<file path="src/rtl/bba_pkg.sv">
// Shared types and constants of the buddy block allocator.
// Depends on nothing; every other file of the allocator imports it.
`default_nettype none

package bba_pkg;

  localparam int REQ_W = 32;
  localparam int OFF_W = 25;
  localparam int NEED_W = REQ_W + 1;

  localparam int MIN_BLOCK_BYTES_DEF = 32;
  localparam int TOP_LEVEL_DEF = 12;
  localparam int HEADER_BYTES_DEF = 32;
  localparam int POOL_CHUNKS_DEF = 256;

  typedef enum logic [1:0] {
    ST_OK        = 2'd0,
    ST_TOO_LARGE = 2'd1,
    ST_NO_MEM    = 2'd2
  } status_t;

  typedef struct packed {
    logic             valid;
    status_t          status;
    logic [OFF_W-1:0] offset;
  } result_t;

endpackage

`default_nettype wire

</file>
<file path="src/rtl/bba_level_store.sv">
// Per-level free list: one valid bit and one block offset per level.
// Depends on bba_pkg for the offset width.
`default_nettype none

module bba_level_store
  import bba_pkg::*;
#(
  parameter int NUM_LEVELS = TOP_LEVEL_DEF + 1,
  parameter int LVL_W = $clog2(NUM_LEVELS)
) (
  input  wire logic             clk,
  input  wire logic             rst_n,
  input  wire logic             wr_en,
  input  wire logic [LVL_W-1:0] wr_idx,
  input  wire logic             wr_valid,
  input  wire logic [OFF_W-1:0] wr_offset,
  input  wire logic [LVL_W-1:0] rd_idx,
  output logic                  rd_valid,
  output logic      [OFF_W-1:0] rd_offset
);

  logic [NUM_LEVELS-1:0] valid_r;
  logic [OFF_W-1:0]      offset_r [NUM_LEVELS];

  // valid bits clear on reset; offsets are only read behind a set valid bit
  always_ff @(posedge clk) begin
    if (!rst_n) begin
      valid_r <= '0;
    end else if (wr_en) begin
      valid_r[wr_idx] <= wr_valid;
    end
  end

  always_ff @(posedge clk) begin
    if (wr_en) begin
      offset_r[wr_idx] <= wr_offset;
    end
  end

  assign rd_valid  = valid_r[rd_idx];
  assign rd_offset = offset_r[rd_idx];

endmodule

`default_nettype wire

</file>
<file path="src/rtl/bba_ctrl.sv">
// Allocation sequencer: one shared compare/shift unit walks level sizing,
// free-level search and block splitting. Depends on bba_pkg and drives bba_level_store.
`default_nettype none

module bba_ctrl
  import bba_pkg::*;
#(
  parameter int MIN_BLOCK_BYTES = MIN_BLOCK_BYTES_DEF,
  parameter int TOP_LEVEL = TOP_LEVEL_DEF,
  parameter int HEADER_BYTES = HEADER_BYTES_DEF,
  parameter int POOL_CHUNKS = POOL_CHUNKS_DEF,
  parameter int LVL_W = $clog2(TOP_LEVEL + 1)
) (
  input  wire logic             clk,
  input  wire logic             rst_n,
  input  wire logic             start,
  input  wire logic [REQ_W-1:0] req_bytes,
  output logic                  idle,
  output logic                  wr_en,
  output logic      [LVL_W-1:0] wr_idx,
  output logic                  wr_valid,
  output logic      [OFF_W-1:0] wr_offset,
  output logic      [LVL_W-1:0] rd_idx,
  input  wire logic             rd_valid,
  input  wire logic [OFF_W-1:0] rd_offset,
  input  wire logic             res_free,
  output result_t               res
);

  localparam int SPACE_W = $clog2(MIN_BLOCK_BYTES) + TOP_LEVEL + 1;
  localparam int CMP_W = (SPACE_W > NEED_W) ? SPACE_W : NEED_W;
  localparam int WIDE_W = (SPACE_W > OFF_W) ? SPACE_W : OFF_W;
  localparam int CNT_W = $clog2(POOL_CHUNKS + 1);
  localparam logic [SPACE_W-1:0] MIN_SP = SPACE_W'(MIN_BLOCK_BYTES);
  localparam logic [SPACE_W-1:0] CHUNK_SP = MIN_SP << TOP_LEVEL;
  localparam logic [WIDE_W-1:0] CHUNK_WIDE = WIDE_W'(CHUNK_SP);
  localparam logic [OFF_W-1:0] CHUNK_OFF = CHUNK_WIDE[OFF_W-1:0];
  localparam logic [LVL_W-1:0] TOP_IDX = LVL_W'(TOP_LEVEL);

  typedef enum logic [5:0] {
    S_IDLE   = 6'b000001,
    S_CHECK  = 6'b000010,
    S_LEVEL  = 6'b000100,
    S_SEARCH = 6'b001000,
    S_SPLIT  = 6'b010000,
    S_DONE   = 6'b100000
  } state_t;

  state_t              state_r, state_nxt;
  logic [NEED_W-1:0]   need_r, need_nxt;
  logic [SPACE_W-1:0]  space_r, space_nxt;
  logic [LVL_W-1:0]    level_r, level_nxt;
  logic [LVL_W-1:0]    src_r, src_nxt;
  logic [OFF_W-1:0]    base_r, base_nxt;
  logic [CNT_W-1:0]    chunks_r, chunks_nxt;
  logic [OFF_W-1:0]    chunk_base_r, chunk_base_nxt;
  status_t             res_status_r, res_status_nxt;
  logic [OFF_W-1:0]    res_off_r, res_off_nxt;

  logic [SPACE_W-1:0]  cmp_opnd;
  logic                need_gt;
  logic [LVL_W-1:0]    src_m1;
  logic [WIDE_W-1:0]   half_wide;
  logic [OFF_W-1:0]    half_off;
  logic                pool_full;

  // shared compare unit: chunk size during the check, block size while sizing
  assign cmp_opnd = (state_r == S_CHECK) ? CHUNK_SP : space_r;
  assign need_gt = CMP_W'(need_r) > CMP_W'(cmp_opnd);

  // shared shift unit: size of the upper half left free one level down
  assign src_m1 = src_r - LVL_W'(1);
  assign half_wide = WIDE_W'(MIN_SP) << src_m1;
  assign half_off = half_wide[OFF_W-1:0];

  assign pool_full = (chunks_r == CNT_W'(POOL_CHUNKS));
  assign idle = (state_r == S_IDLE);
  assign rd_idx = src_r;

  always_comb begin
    state_nxt = state_r;
    need_nxt = need_r;
    space_nxt = space_r;
    level_nxt = level_r;
    src_nxt = src_r;
    base_nxt = base_r;
    chunks_nxt = chunks_r;
    chunk_base_nxt = chunk_base_r;
    res_status_nxt = res_status_r;
    res_off_nxt = res_off_r;
    wr_en = 1'b0;
    wr_idx = src_r;
    wr_valid = 1'b0;
    wr_offset = rd_offset;
    res.valid = 1'b0;
    res.status = res_status_r;
    res.offset = res_off_r;

    unique case (state_r)
      S_IDLE: begin
        if (start) begin
          need_nxt = NEED_W'(req_bytes) + NEED_W'(HEADER_BYTES);
          state_nxt = S_CHECK;
        end
      end
      S_CHECK: begin
        if (need_gt) begin
          res_status_nxt = ST_TOO_LARGE;
          res_off_nxt = '0;
          state_nxt = S_DONE;
        end else begin
          // first request seeds the top level with a fresh chunk
          if (chunks_r == '0) begin
            wr_en = 1'b1;
            wr_idx = TOP_IDX;
            wr_valid = 1'b1;
            wr_offset = chunk_base_r;
            chunks_nxt = chunks_r + CNT_W'(1);
            chunk_base_nxt = chunk_base_r + CHUNK_OFF;
          end
          level_nxt = '0;
          space_nxt = MIN_SP;
          state_nxt = S_LEVEL;
        end
      end
      S_LEVEL: begin
        if (need_gt && (level_r != TOP_IDX)) begin
          space_nxt = space_r << 1;
          level_nxt = level_r + LVL_W'(1);
        end else begin
          src_nxt = level_r;
          state_nxt = S_SEARCH;
        end
      end
      S_SEARCH: begin
        if (rd_valid) begin
          base_nxt = rd_offset;
          wr_en = 1'b1;
          wr_valid = 1'b0;
          state_nxt = S_SPLIT;
        end else if (src_r == TOP_IDX) begin
          if (pool_full) begin
            res_status_nxt = ST_NO_MEM;
            res_off_nxt = '0;
            state_nxt = S_DONE;
          end else begin
            // new chunk goes straight to splitting, never parked at the top
            base_nxt = chunk_base_r;
            chunks_nxt = chunks_r + CNT_W'(1);
            chunk_base_nxt = chunk_base_r + CHUNK_OFF;
            state_nxt = S_SPLIT;
          end
        end else begin
          src_nxt = src_r + LVL_W'(1);
        end
      end
      S_SPLIT: begin
        if (src_r > level_r) begin
          wr_en = 1'b1;
          wr_idx = src_m1;
          wr_valid = 1'b1;
          wr_offset = base_r + half_off;
          src_nxt = src_m1;
        end else begin
          res_status_nxt = ST_OK;
          res_off_nxt = base_r + OFF_W'(HEADER_BYTES);
          state_nxt = S_DONE;
        end
      end
      S_DONE: begin
        if (res_free) begin
          res.valid = 1'b1;
          state_nxt = S_IDLE;
        end
      end
      default: begin
        state_nxt = S_IDLE;
      end
    endcase
  end

  always_ff @(posedge clk) begin
    if (!rst_n) begin
      state_r <= S_IDLE;
      chunks_r <= '0;
      chunk_base_r <= '0;
    end else begin
      state_r <= state_nxt;
      chunks_r <= chunks_nxt;
      chunk_base_r <= chunk_base_nxt;
    end
  end

  always_ff @(posedge clk) begin
    need_r <= need_nxt;
    space_r <= space_nxt;
    level_r <= level_nxt;
    src_r <= src_nxt;
    base_r <= base_nxt;
    res_status_r <= res_status_nxt;
    res_off_r <= res_off_nxt;
  end

endmodule

`default_nettype wire

</file>
<file path="src/rtl/buddy_block_allocator_top.sv">
// Buddy block allocator, allocation side. out_valid rises from the output register after
// the sequencer finishes: an oversized request stops at the chunk-size check, otherwise the
// sequencer sizes the level, searches the free levels and splits the block, walking one
// level per cycle through the shared compare/shift unit. One transaction at a time: the
// next request is taken once the sequencer is back in idle after handing over its result,
// and a stalled output holds the sequencer. Synchronous active-low reset empties every level.
`default_nettype none

module buddy_block_allocator_top
  import bba_pkg::*;
#(
  parameter int MIN_BLOCK_BYTES = MIN_BLOCK_BYTES_DEF,
  parameter int TOP_LEVEL = TOP_LEVEL_DEF,
  parameter int HEADER_BYTES = HEADER_BYTES_DEF,
  parameter int POOL_CHUNKS = POOL_CHUNKS_DEF
) (
  input  wire logic             clk,
  input  wire logic             rst_n,
  input  wire logic             in_valid,
  output logic                  in_stall,
  input  wire logic [REQ_W-1:0] in_request_bytes,
  output logic                  out_valid,
  input  wire logic             out_stall,
  output logic      [OFF_W-1:0] out_payload_offset,
  output logic      [1:0]       out_status
);

  localparam int NUM_LEVELS = TOP_LEVEL + 1;
  localparam int LVL_W = $clog2(NUM_LEVELS);

  // sequencer <-> level store
  logic             wr_en;
  logic [LVL_W-1:0] wr_idx;
  logic             wr_valid;
  logic [OFF_W-1:0] wr_offset;
  logic [LVL_W-1:0] rd_idx;
  logic             rd_valid;
  logic [OFF_W-1:0] rd_offset;

  logic             ctrl_idle;
  logic             in_take;
  logic             res_free;
  result_t          res;

  // output register parts the result channel from the sequencer
  logic             out_valid_r, out_valid_nxt;
  logic [OFF_W-1:0] out_offset_r;
  status_t          out_status_r;

  // accept a new request only while the sequencer sits idle
  assign in_stall = !ctrl_idle;
  assign in_take = in_valid && ctrl_idle;

  // the sequencer may hand over a result once the output slot is empty or draining
  assign res_free = !out_valid_r || !out_stall;

  bba_ctrl #(
    .MIN_BLOCK_BYTES (MIN_BLOCK_BYTES),
    .TOP_LEVEL       (TOP_LEVEL),
    .HEADER_BYTES    (HEADER_BYTES),
    .POOL_CHUNKS     (POOL_CHUNKS),
    .LVL_W           (LVL_W)
  ) u_ctrl (
    .clk       (clk),
    .rst_n     (rst_n),
    .start     (in_take),
    .req_bytes (in_request_bytes),
    .idle      (ctrl_idle),
    .wr_en     (wr_en),
    .wr_idx    (wr_idx),
    .wr_valid  (wr_valid),
    .wr_offset (wr_offset),
    .rd_idx    (rd_idx),
    .rd_valid  (rd_valid),
    .rd_offset (rd_offset),
    .res_free  (res_free),
    .res       (res)
  );

  bba_level_store #(
    .NUM_LEVELS (NUM_LEVELS),
    .LVL_W      (LVL_W)
  ) u_store (
    .clk       (clk),
    .rst_n     (rst_n),
    .wr_en     (wr_en),
    .wr_idx    (wr_idx),
    .wr_valid  (wr_valid),
    .wr_offset (wr_offset),
    .rd_idx    (rd_idx),
    .rd_valid  (rd_valid),
    .rd_offset (rd_offset)
  );

  // hold the transaction while stalled, load a new one when the sequencer finishes
  assign out_valid_nxt = res.valid || (out_valid_r && out_stall);

  always_ff @(posedge clk) begin
    if (!rst_n) begin
      out_valid_r <= 1'b0;
    end else begin
      out_valid_r <= out_valid_nxt;
    end
  end

  always_ff @(posedge clk) begin
    if (res.valid) begin
      out_offset_r <= res.offset;
      out_status_r <= res.status;
    end
  end

  assign out_valid = out_valid_r;
  assign out_payload_offset = out_offset_r;
  assign out_status = out_status_r;

endmodule

`default_nettype wire
</file>
<file path="config.mk">
export PLATFORM = sky130hd
export DESIGN_NAME = buddy_block_allocator_top
export DESIGN_NICKNAME = d
export VERILOG_FILES = /design/src/rtl/bba_pkg.sv /design/src/rtl/bba_level_store.sv /design/src/rtl/bba_ctrl.sv /design/src/rtl/buddy_block_allocator_top.sv
export SDC_FILE = /design/constraint.sdc
export NUM_CORES = 1
export LEC_CHECK = 0
export ABC_AREA = 1
export BUFFER_PORTS_ARGS = -buffer_cell sky130_fd_sc_hd__buf_2
export CAP_MARGIN = 5
export CORE_ASPECT_RATIO = 0.6
export CORE_MARGIN = 1.5
export CORE_UTILIZATION = 60
export DETAILED_ROUTE_END_ITERATION = 6
export PLACE_DENSITY = 0.88
export SETUP_SLACK_MARGIN = 0.5
export SYNTH_ARGS = -nofsm -noshare
export SYNTH_HDL_FRONTEND = slang
export SYNTH_SLANG_ARGS = --single-unit
export TNS_END_PERCENT = 20
</file>
<file path="constraint.sdc">
create_clock -name clk -period 5.2 [get_ports clk]
set_clock_uncertainty 0.05 [all_clocks]
set_input_delay 1.04 -clock clk [delete_from_list [all_inputs] [get_ports clk]]
set_output_delay 1.04 -clock clk [all_outputs]
set_load 0.1 [all_outputs]
</file>
**Word-level counts from Yosys, hierarchy flattened**

Memory sizes are Yosys's and may differ from the RTL's. A register that Yosys moved wholly into a read port is not among the register bits.
Index checks and enable logic that the tools add are counted.

- Input bits: 36
- ROM bits: 0
- Memories kept: 1
- Register bits: 192
- Bits in writable memories: 325
- Latch bits: 0

Memories:

| name | words | bits a word | rd ports | clocked after memory_dff | write ports | RTL line | text |
|---|---|---|---|---|---|---|---|
| u_store.offset_r | 13 | 25 | 1 | 1 | 1 | bba_level_store.sv:23 | `logic [OFF_W-1:0] offset_r [NUM_LEVELS];` |

- Multiplexer cells: 71
- Reductions and logical operators: 22
- Div/mod/pow operators: 0
- $lt $le $gt $ge: 5
- Bitwise logic cells: 0
- $add $sub $neg: 8
- Shifts and indexed selects: 1
- Multiply operators: 0
- Equality and inequality tests: 24

Operators by type and width:

| kind | number |
|---|---|
| 25-bit two-way mux | 16 |
| 25-bit one-hot mux with 2 select lines | 2 |
| 25-bit one-hot mux with 3 select lines | 1 |
| 18-bit two-way mux | 3 |
| 6-bit two-way mux | 8 |
| 9-bit two-way mux | 5 |
| 4-bit two-way mux | 9 |
| 18-bit one-hot mux with 2 select lines | 1 |
| 6-bit one-hot mux with 6 select lines | 1 |
| 32-bit by 6-bit adder with 33-bit output, second input constant | 1 |
| 33-bit by 18-bit greater-than comparator with 1-bit output | 1 |
| 25-bit by 18-bit adder with 25-bit output, second input constant | 1 |
| 25-bit adder | 1 |
| 25-bit by 6-bit adder with 25-bit output, second input constant | 1 |
| 6-bit by 4-bit << shifter with 25-bit output, first input constant | 1 |
| 2-bit inequality test, second input constant | 9 |
| 9-bit one-hot mux with 2 select lines | 1 |
| 4-bit one-hot mux with 2 select lines | 2 |
| 13-bit bitwise mux | 1 |
| 4-bit one-hot mux with 3 select lines | 1 |
| 6-bit AND reduction | 2 |
| 4-bit by 5-bit < comparator with 1-bit output, second input constant | 2 |
| 1-bit two-way mux | 10 |
| 2-bit two-way mux | 5 |
| 31 further kinds | 46 |

**Depth between registers and ports, before layout**

Gate-level depths: netlist of run 1.

- Depth after elaboration: 10
- Mapped depth: 23
- Gate-level depth less buffers: 23

**Cells and area by module**

A second synthesis of run 1 with hierarchy kept.

- Cell total of the unflattened synthesis: 2384
- Area total of the unflattened synthesis: 23371.2 µm²

Modules (own cells, without submodules):

| module | cells an instance | area an instance (µm²) | instances |
|---|---|---|---|
| bba_level_store | 1294 | 14071.0 | 1 |
| bba_ctrl | 1055 | 8435.6 | 1 |
| buddy_block_allocator_top | 35 | 864.6 | 1 |

**Worst setup path after synthesis of run 1**

OpenSTA, ideal clock, no wires.

- Path kind: register to register
- Start: register u_ctrl.state_r[4]
- End: register u_ctrl.res_off_r[0], enable pin
- Required time: 4.738 ns
- Setup slack: 1.514 ns
- Path buffers: 1
- Cell stages (with the launch flop): 18
- Setup time: 0.412 ns
- Arrival time: 3.223 ns
- Period minus slack after synthesis: 3.686 ns
- Cells stage by stage: dfxtp_1 > nor2_1 > nand4_2 > clkbuf_1 > nand2_1 > ha_1 > nand2_1 > inv_1 > nand2_1 > inv_1 > nand3_1 > nor2_1 > nand2_1 > nand2_2 > a31oi_1 > nand2_1 > nand2_1 > nor2_1

- Longest elaborated chain between the ends: 5

Ends and longest elaborated chain:

| what | RTL line | text |
|---|---|---|
| start: declaration | bba_ctrl.sv:49 | `state_t state_r, state_nxt;` |
| start signal: assignment | bba_ctrl.sv:188 | `state_r <= state_nxt;` |
| 6-bit by 2-bit equality test with 1-bit output | bba_ctrl.sv:68, bba_ctrl.sv:99 |  |
| 18-bit two-way mux | bba_ctrl.sv:68 | `assign cmp_opnd = (state_r == S_CHECK) ? CHUNK_SP : space_r;` |
| 33-bit by 18-bit greater-than comparator with 1-bit output | bba_ctrl.sv:69 | `assign need_gt = CMP_W'(need_r) > CMP_W'(cmp_opnd);` |
| 2-bit by 1-bit inequality test with 1-bit output (no source line) | - |  |
| 6-bit AND reduction (no source line) (*) | - |  |
| end signal: assignment | bba_ctrl.sv:201 | `res_off_r <= res_off_nxt;` |
| end: declaration | bba_ctrl.sv:58 | `logic [OFF_W-1:0] res_off_r, res_off_nxt;` |

Every way passes the cells marked *; elsewhere a longest branch is shown, timed or not.
A chain may end at the register's enable or synchronous reset.

**Worst setup path in the final report of run 1**

- Start: register u_ctrl.src_r[1] (netlist: u_ctrl.rd_idx[1])
- End: memory u_store.offset_r[0][19] (data pin)

- Longest elaborated chain between the ends: 5

Ends and longest elaborated chain:

| what | RTL line | text |
|---|---|---|
| start: declaration | bba_ctrl.sv:53 | `logic [LVL_W-1:0] src_r, src_nxt;` |
| start signal: assignment | bba_ctrl.sv:198 | `src_r <= src_nxt;` |
| 4-bit by 1-bit subtractor with 4-bit output | bba_ctrl.sv:72 | `assign src_m1 = src_r - LVL_W'(1);` |
| 6-bit by 4-bit << shifter with 25-bit output | bba_ctrl.sv:73 | `assign half_wide = WIDE_W'(MIN_SP) << src_m1;` |
| 25-bit adder | bba_ctrl.sv:162 | `wr_offset = base_r + half_off;` |
| 25-bit two-way mux (*) | bba_ctrl.sv:158 | `if (src_r > level_r) begin` |
| 25-bit one-hot mux with 2 select lines (*) | bba_ctrl.sv:99 | `unique case (state_r)` |
| net u_ctrl.wr_offset[19] | bba_ctrl.sv:22 | `output logic [OFF_W-1:0] wr_offset,` |
| end: declaration | bba_level_store.sv:23 |  |

Mark *: on every way through the listed nets, which the timed path passes. The rest lies on a longest branch.

==> qor.yml, run 1 <==
pwr:
  power_density_nw_per_um2: 311.0
  ir_drop_mv: 0.2719
  leakagePower_uw: 0.009472
setup_path:
  path_class: "flop to flop"
  critPathMaxStageDelay_ns: 0.66
  start_kind: "flop"
  critPathArrivalTime_ns: 4.61
  end_kind: "flop"
  cp_max_fo: 13
  path_cells: "inv_2 > nand3_2 > xor2_2 > inv_1 > nor3_1 > ha_1 > nand2_1 > nor2_1 > nor2_1 > nand2_1 > a31oi_1 > o21bai_1 > o21ai_0 > o221ai_1"
  cp_slowest_cell: "edfxtp_1"
  worstRegToRegCells: 14
  crit_required_ns: 5.24
final_layout:
  drive_above_1_share_pct: 11.40
  fill_cells: 2633
  syn2layout_area_growth_pct: 10.32
  final_nets: 2215
cts:
  cts_root_buf: "clkbuf_16"
  max-clock-path-buffers: 3
  cts_sinks: 499
  cts_tree: "built"
  cts_inserted_buffers: 44
  worstSkewPairLatency_ns: 0.57
  postCtsHoldBufs: 0
  clk_pin_slew_worst_paths_ns: 0.06
  h-tree-depth: 2
synthesis:
  syn-num-nets: 2149
  yosysUniqueCellTypes: 55
  synth_cells: 2066
  yosys_warnings: 0
  yosysTopAreaCell: "edfxtp_1"
  synth_area_leaders: "edfxtp_1 61%, o21ai_0 5.8%, nor2_1 5.1%, nand2_1 4.1%, dfxtp_1 3.6%"
  synth.top_cell.area_share_pct: 61.10
  synthFlopType: "edfxtp_1"
  synth_seq_cells: 499
  ys_async_sr_fraction_pct: 0
  synth_edf_count: 458
  yosysSeqAreaShare_pct: 64.74
  synth_area_per_cell_um2: 10.90
  syn_area_um2: 22510
floorplanning:
  die_h_um: 153.0
  core_area_um2: 36620
  die_x_um: 253.1
  dieArea_um2: 38730
  initial_core_util_pct: 61.47
  core.rowCount: 54
  ioPinCount: 65
placed_design:
  portBuffers: 64
  routabilityCongestion: 0.9486
  dp_hpwl_um: 38830
routing:
  wl_per_cell_um: 23.13
  ant_nets: 0
  drc: 0
  drt-initial-drc-count: 2579
  drt-total-wl_um: 61810
  viasPerCell: 6.338
  drt-pass1-iter-count: 6
  vias: 16935
grt:
  grt_pass1_vias: 15905
  antenna_found_initial: 0
  grt-ovfl-total: 0
  grt_max_degree: 61
  grt_usage_pct: 31.70
  grt_first_pass_wirelength_um: 91630
sta:
  slew_headroom_pct: 14.38
  finalHoldViolCount: 0
  setup_viol: 0
  fmax_mhz: 218.9
  worstMarginPinSlew_ns: 1.271
  tns_ns: 0
  slew_violations: 0
  fin_crit_sh_pct: 87.85
  grt_setup_unrepaired: "yes"
  whs_ns: 0.3696
  period_needed_ns: 4.568
status:
  status: "completed"
worst_hold_path:
  hold_class: "flop to flop"
  hold_depth: 0
flow_run:
  cap_violations: 0
==> through the flow <==
step                utilization (%)  cell area (um^2)  setup WS, ns  power, uW  std cells
floorplan                         -             22510         1.514       4541       2066
global placement              63.90             23400        0.8874       4587       2585
detailed placement            63.90             23400        0.6177       4598       2585
CTS                           67.68             24780        0.6041       7723       2666
global route                  67.81             24830        0.3505       7895       2671
finish                        67.81             24830        0.6319       7722       2672
==> report_power, final <==
part           leakage [uW]  internal (uW)  switching (uW)
combinational       0.00432           42.1             109
clock              0.000676           1750            1460
sequential          0.00447           4350            12.9
==> logic make-up after synthesis <==
logic type,Yosys count,synth area share [%]
and+or+nand+nor,739,14.81
xor gates and xnor gates,34,1.356
muxes,1,0.04447
DFF,499,64.74
adders and majority gates,47,2.646
AOI/OAI and AO/OA,454,11.27
buffers and inverters,292,5.130
==> metal layers <==
| metal | share of wire, % | GRT usage [%] |
|---|---|---|
| met3 | 16 | 9.605 |
| met2 | 42 | 45.40 |
| met5 | 0 | 0 |
| met4 | 2.2 | 8.811 |
| met1 | 39 | 47.08 |
==> area by class of cell <==
type	instances	area, um^2	area share [%]
repair buffers	109	668.1	2.690
inverters	203	768.2	3.094
clock buffers	52	1152	4.640
clock inverters	29	232.7	0.9371
flip-flops and latches	499	14580	58.71
multi-input cells	1275	6800	27.38
diodes	1	2.502	0.01008
well taps	504	630.6	2.539
==> state kept, by name, indices dropped and copies added, names as in the netlist, named ones only <==
signal,count
u_store.offset_r,325
u_ctrl.need_r,33
out_payload_offset,25
u_ctrl.base_r,25
u_ctrl.res_off_r,25
u_ctrl.space_r,13
u_store.valid_r,13
u_ctrl.chunks_r,9
u_ctrl.chunk_base_r,8
u_ctrl.state_r,6
u_ctrl.level_r,4
u_ctrl.rd_idx,4
out_status,2
u_ctrl.res_status_r,2
out_valid,1
==> cells in the final DEF, fill, tap and decap left out, types with 9 or more instances in the layout <==
cell | netlist | routed
a21oi_1 | 61 | 60
buf_2 | 9 | 65
buf_4 | 2 | 40
clkbuf_16 | 0 | 45
clkinv_1 | 1 | 11
clkinv_2 | 0 | 10
dfxtp_1 | 41 | 39
edfxtp_1 | 458 | 458
ha_1 | 46 | 46
inv_1 | 190 | 189
inv_2 | 11 | 10
nand2_1 | 244 | 244
nand3_1 | 51 | 51
nand3_2 | 11 | 11
nand4_1 | 28 | 28
nor2_1 | 305 | 303
nor2_2 | 7 | 9
nor3_1 | 41 | 41
nor4_1 | 10 | 10
o211ai_1 | 15 | 15
o21ai_0 | 260 | 258
o221ai_1 | 13 | 13
o22ai_1 | 76 | 76
xor2_1 | 25 | 25
==> repair_timing <==
item                                   4_1_cts  5_1_grt
endpoints found under the hold margin        0        0
gates resized for setup                      0        4
setup endpoints to repair                    0      195
setup buffers                                0        1
==> worst max-delay path, delay by kind of cell, from the launching register on <==
kind / cells / cell delay [ns]
buffers and inverters: 2 / 0.48
xor gates and xnor gates: 1 / 0.47
AOI/OAI and AO/OA: 4 / 1.36
adders and majority gates: 1 / 0.35
and+or+nand+nor: 6 / 0.72
DFF: 1 / 0.66
==> path summary, 6_finish.rpt <==
| check | from | end | slack [ns] |
|---|---|---|---|
| max reg2reg | u_ctrl.rd_idx[1]$_DFFE_PP_ | u_store.offset_r[0][19]$_DFFE_PP_ | 0.63 |
| min | u_ctrl.res_status_r[1]$_SDFFCE_PP0P_ | out_status[1]$_DFFE_PP_ | 0.37 |
| max | u_ctrl.rd_idx[1]$_DFFE_PP_ | u_store.offset_r[0][19]$_DFFE_PP_ | 0.63 |
| min reg2reg | u_ctrl.res_status_r[1]$_SDFFCE_PP0P_ | out_status[1]$_DFFE_PP_ | 0.37 |
==> synthesized netlist by cell type (41+ instances only) <==
| master | instances |
|---|---|
| a21oi_1 | 61 |
| o22ai_1 | 76 |
| nor3_1 | 41 |
| inv_1 | 190 |
| nor2_1 | 305 |
| clkbuf_1 | 67 |
| dfxtp_1 | 41 |
| nand2_1 | 244 |
| o21ai_0 | 260 |
| nand3_1 | 51 |
| ha_1 | 46 |
| edfxtp_1 | 458 |
(Power assumes the default switching activity.)
==> run 2: changes to the inputs <==
REMOVE_ABC_BUFFERS = 1   (was default)
clock period = 5.8 ns   (was 5.2 ns; I/O delays follow)
==> run 2 against run 1 <==
Compared with the run above:
- the flow now finishes with violations (design-rule violations)
- combinational power decreased by 12%
- sequential power down 10%
- first-iteration DRC count is 9.4% higher
- total power decreased by 11%
- sequential share of layout area up 0.31 points
==> qor.yml, run 2 (synthesized netlist as in run 1, its figures left out) <==
status:
  status: "complete, but fails checks"
  violations: "design-rule violations"
sta:
  worst_slack_ns: 0.9096  # +0.2777 ns
  setup_viol: 0  # unchanged
  tns_ns: 0  # unchanged
  fmax_mhz: 204.5  # -6.6%
  slew_violations: 0  # unchanged
  period_needed_ns: 4.890  # +0.3223 ns
  slew_headroom_pct: 14.33  # -0.047 points
  worstMarginPinSlew_ns: 1.284  # +0.01272 ns
  finalHoldViolCount: 0  # unchanged
  grt_setup_unrepaired: "no"
  fin_crit_sh_pct: 84.32  # -3.5 points
routing:
  viasPerCell: 6.292  # -0.72%
  wl_per_cell_um: 22.21  # -4.0%
  vias: 16725  # -1.2%
  ant_nets: 0  # unchanged
  drt-total-wl_um: 59040  # -4.5%
  drt-pass1-iter-count: 7  # +1
  drc: 7  # +7
  drt-initial-drc-count: 2821  # +9.4%
floorplanning:
  die_h_um: 153.0  # unchanged
  dieArea_um2: 38730  # unchanged
  ioPinCount: 65  # unchanged
  die_x_um: 253.1  # unchanged
  core.rowCount: 54  # unchanged
  initial_core_util_pct: 61.47  # unchanged
  core_area_um2: 36620  # unchanged
final_layout:
  final_nets: 2202  # -0.59%
  multi_input_area_um2: 6790  # -0.15%
  largest-register: "u_store.offset_r"
  fill_cells: 2548  # -3.2%
  syn2layout_area_growth_pct: 9.749
  fin_area_um2: 24700  # -0.52%
  reg_top3: "u_store.offset_r x325, u_ctrl.need_r x33"
  layout_common_cells: "458 x edfxtp_1, 303 x nor2_1, 258 x o21ai_0, 244 x nand2_1, 188 x inv_1"
  seqCellArea_um2: 14580  # unchanged
  final_util_pct: 67.46  # -0.35 points
  drive_above_1_share_pct: 11.06  # -0.34 points
  final_common_cell: "edfxtp_1"
  largest_reg_flops: 325  # unchanged
pwr:
  switchingPower_uw: 1409  # -11%
  p_int_uw: 5468  # -11%
  share_comb_of_total_power_pct: 1.9  # about the same
  seq_power_share_pct: 56.9  # +0.4 points
  power_density_nw_per_um2: 278.4  # -10%
  power_frac_clock_pct: 41.2  # -0.3 points
  p_total_uw: 6877  # -11%
  leakagePower_uw: 0.009406  # -0.69%
  ir_drop_mv: 0.2574  # -5.3%
  swShare_pct: 20.48  # about the same
cts:
  worstSkewPairLatency_ns: 0.58  # about the same
  postCtsHoldBufs: 0  # unchanged
  h-tree-depth: 2  # unchanged
  cts_sinks: 499  # unchanged
  max-clock-path-buffers: 3  # unchanged
  cts_setup_buffers: 0  # unchanged
  cts_root_buf: "clkbuf_16"
  clk_pin_slew_worst_paths_ns: 0.07  # about the same
  post_cts_resized: 0  # unchanged
  cts_tree: "built"
  cts_inserted_buffers: 43  # -2.3%
setup_path:
  r2r-end: "u_store.offset_r[8][21]$_DFFE_PP_"
  worstRegToRegCells: 16  # +2
  start_kind: "flop"
  end_kind: "flop"
  cp_max_fo: 25  # +12
  path_class: "flop to flop"
  r2r_start: "u_ctrl.state_r[4]$_SDFFE_PN0P_"
  crit_required_ns: 5.95  # +0.71 ns
  rrSetupSlack_ns: 0.91  # +0.28 ns
  critPathArrivalTime_ns: 5.04  # +0.43 ns
flow_run:
  cap_violations: 0  # unchanged
grt:
  grt_first_pass_wirelength_um: 89110  # -2.7%
  grt_max_degree: 97  # +59%
  antenna_found_initial: 4  # +4
  grt_pass1_vias: 15738  # -1.0%
  grt-ovfl-total: 0  # unchanged
  grt_usage_pct: 30.28  # -1.4 points
placed_design:
  portBuffers: 64  # unchanged
  place_ws_ns: 1.233  # +0.6149 ns
  dp_hpwl_um: 37470  # -3.5%
  place_area_um2: 23350  # -0.22%
  routabilityCongestion: 0.9841  # +3.7%
worst_hold_path:
  hold_depth: 0  # unchanged
  hold_end: "out_payload_offset[10]$_DFFE_PP_"
  hold_class: "flop to flop"
  hold_start: "u_ctrl.res_off_r[10]$_SDFFCE_PN0P_"
run 2: worst max-delay path by stage:
stage	cells after the start	start	slack (ns)	endpoint
3_5_place_dp	16	u_ctrl.state_r[4]$_SDFFE_PN0P_	1.23	u_store.offset_r[11][2]$_DFFE_PP_
4_1_cts	16	u_ctrl.state_r[4]$_SDFFE_PN0P_	1.22	u_store.offset_r[10][20]$_DFFE_PP_
3_3_place_gp	16	u_ctrl.state_r[4]$_SDFFE_PN0P_	1.49	u_store.offset_r[8][21]$_DFFE_PP_
5_1_grt	16	u_ctrl.state_r[4]$_SDFFE_PN0P_	0.75	u_store.offset_r[8][20]$_DFFE_PP_
6_report	16	u_ctrl.state_r[4]$_SDFFE_PN0P_	0.91	u_store.offset_r[8][21]$_DFFE_PP_
2_1_floorplan	7	flop	-0.71	u_store.offset_r[0][17]$_DFFE_PP_
run 2: metrics by stage:
step                hold slack, ns  instances
finish                      0.3674       2658
global route                0.3743       2656
CTS                         0.3694       2656
detailed placement          0.3545       2578
global placement            0.3512       2578
floorplan                   0.3503       1977
run 2: power by group through the flow:
stage | sequential (uW) | combinational [uW] | clock [uW]
detailed placement | 3990 | 129 | 0
floorplan | 3990 | 76.4 | 0
global route | 3910 | 146 | 2970
finish | 3910 | 133 | 2830
CTS | 3910 | 131 | 2840
global placement | 3990 | 122 | 0
run 2: final cells by class:
type                            instances  share of cell area [%]
Multi-Input combinational cell       1275                   27.49
Timing Repair Buffer                   97                   2.350
Antenna cell                            2                 0.02026
Clock inverter                         24                  0.7344
Clock buffer                           54                   4.745
Inverter                              203                   3.100
Tap cell                              504                   2.553
Sequential cell                       499                   59.01
run 2: layer usage:
metal,track usage (%),wire (um),vias to the layer above
li1,-,-,7386
met1,44.96,23620,7934
met2,43.20,24770,1244
met3,8.822,8980,157
met4,9.381,1645,4
met5,0,23,-
run 2: critical path, stage by stage, from the launching register on:
cell	delay, ns
dfxtp_1	0.35
nor2_1	0.24
nand4_2	0.48
inv_1	0.32
or2_2	0.15
inv_1	0.04
ha_1	0.28
inv_1	0.05
nor4_1	0.25
nand2_1	0.10
nand2_1	0.09
nand2_2	0.10
nand2_2	0.29
nand2_1	0.40
inv_2	0.66
nand2_1	0.12
o211ai_1	0.55
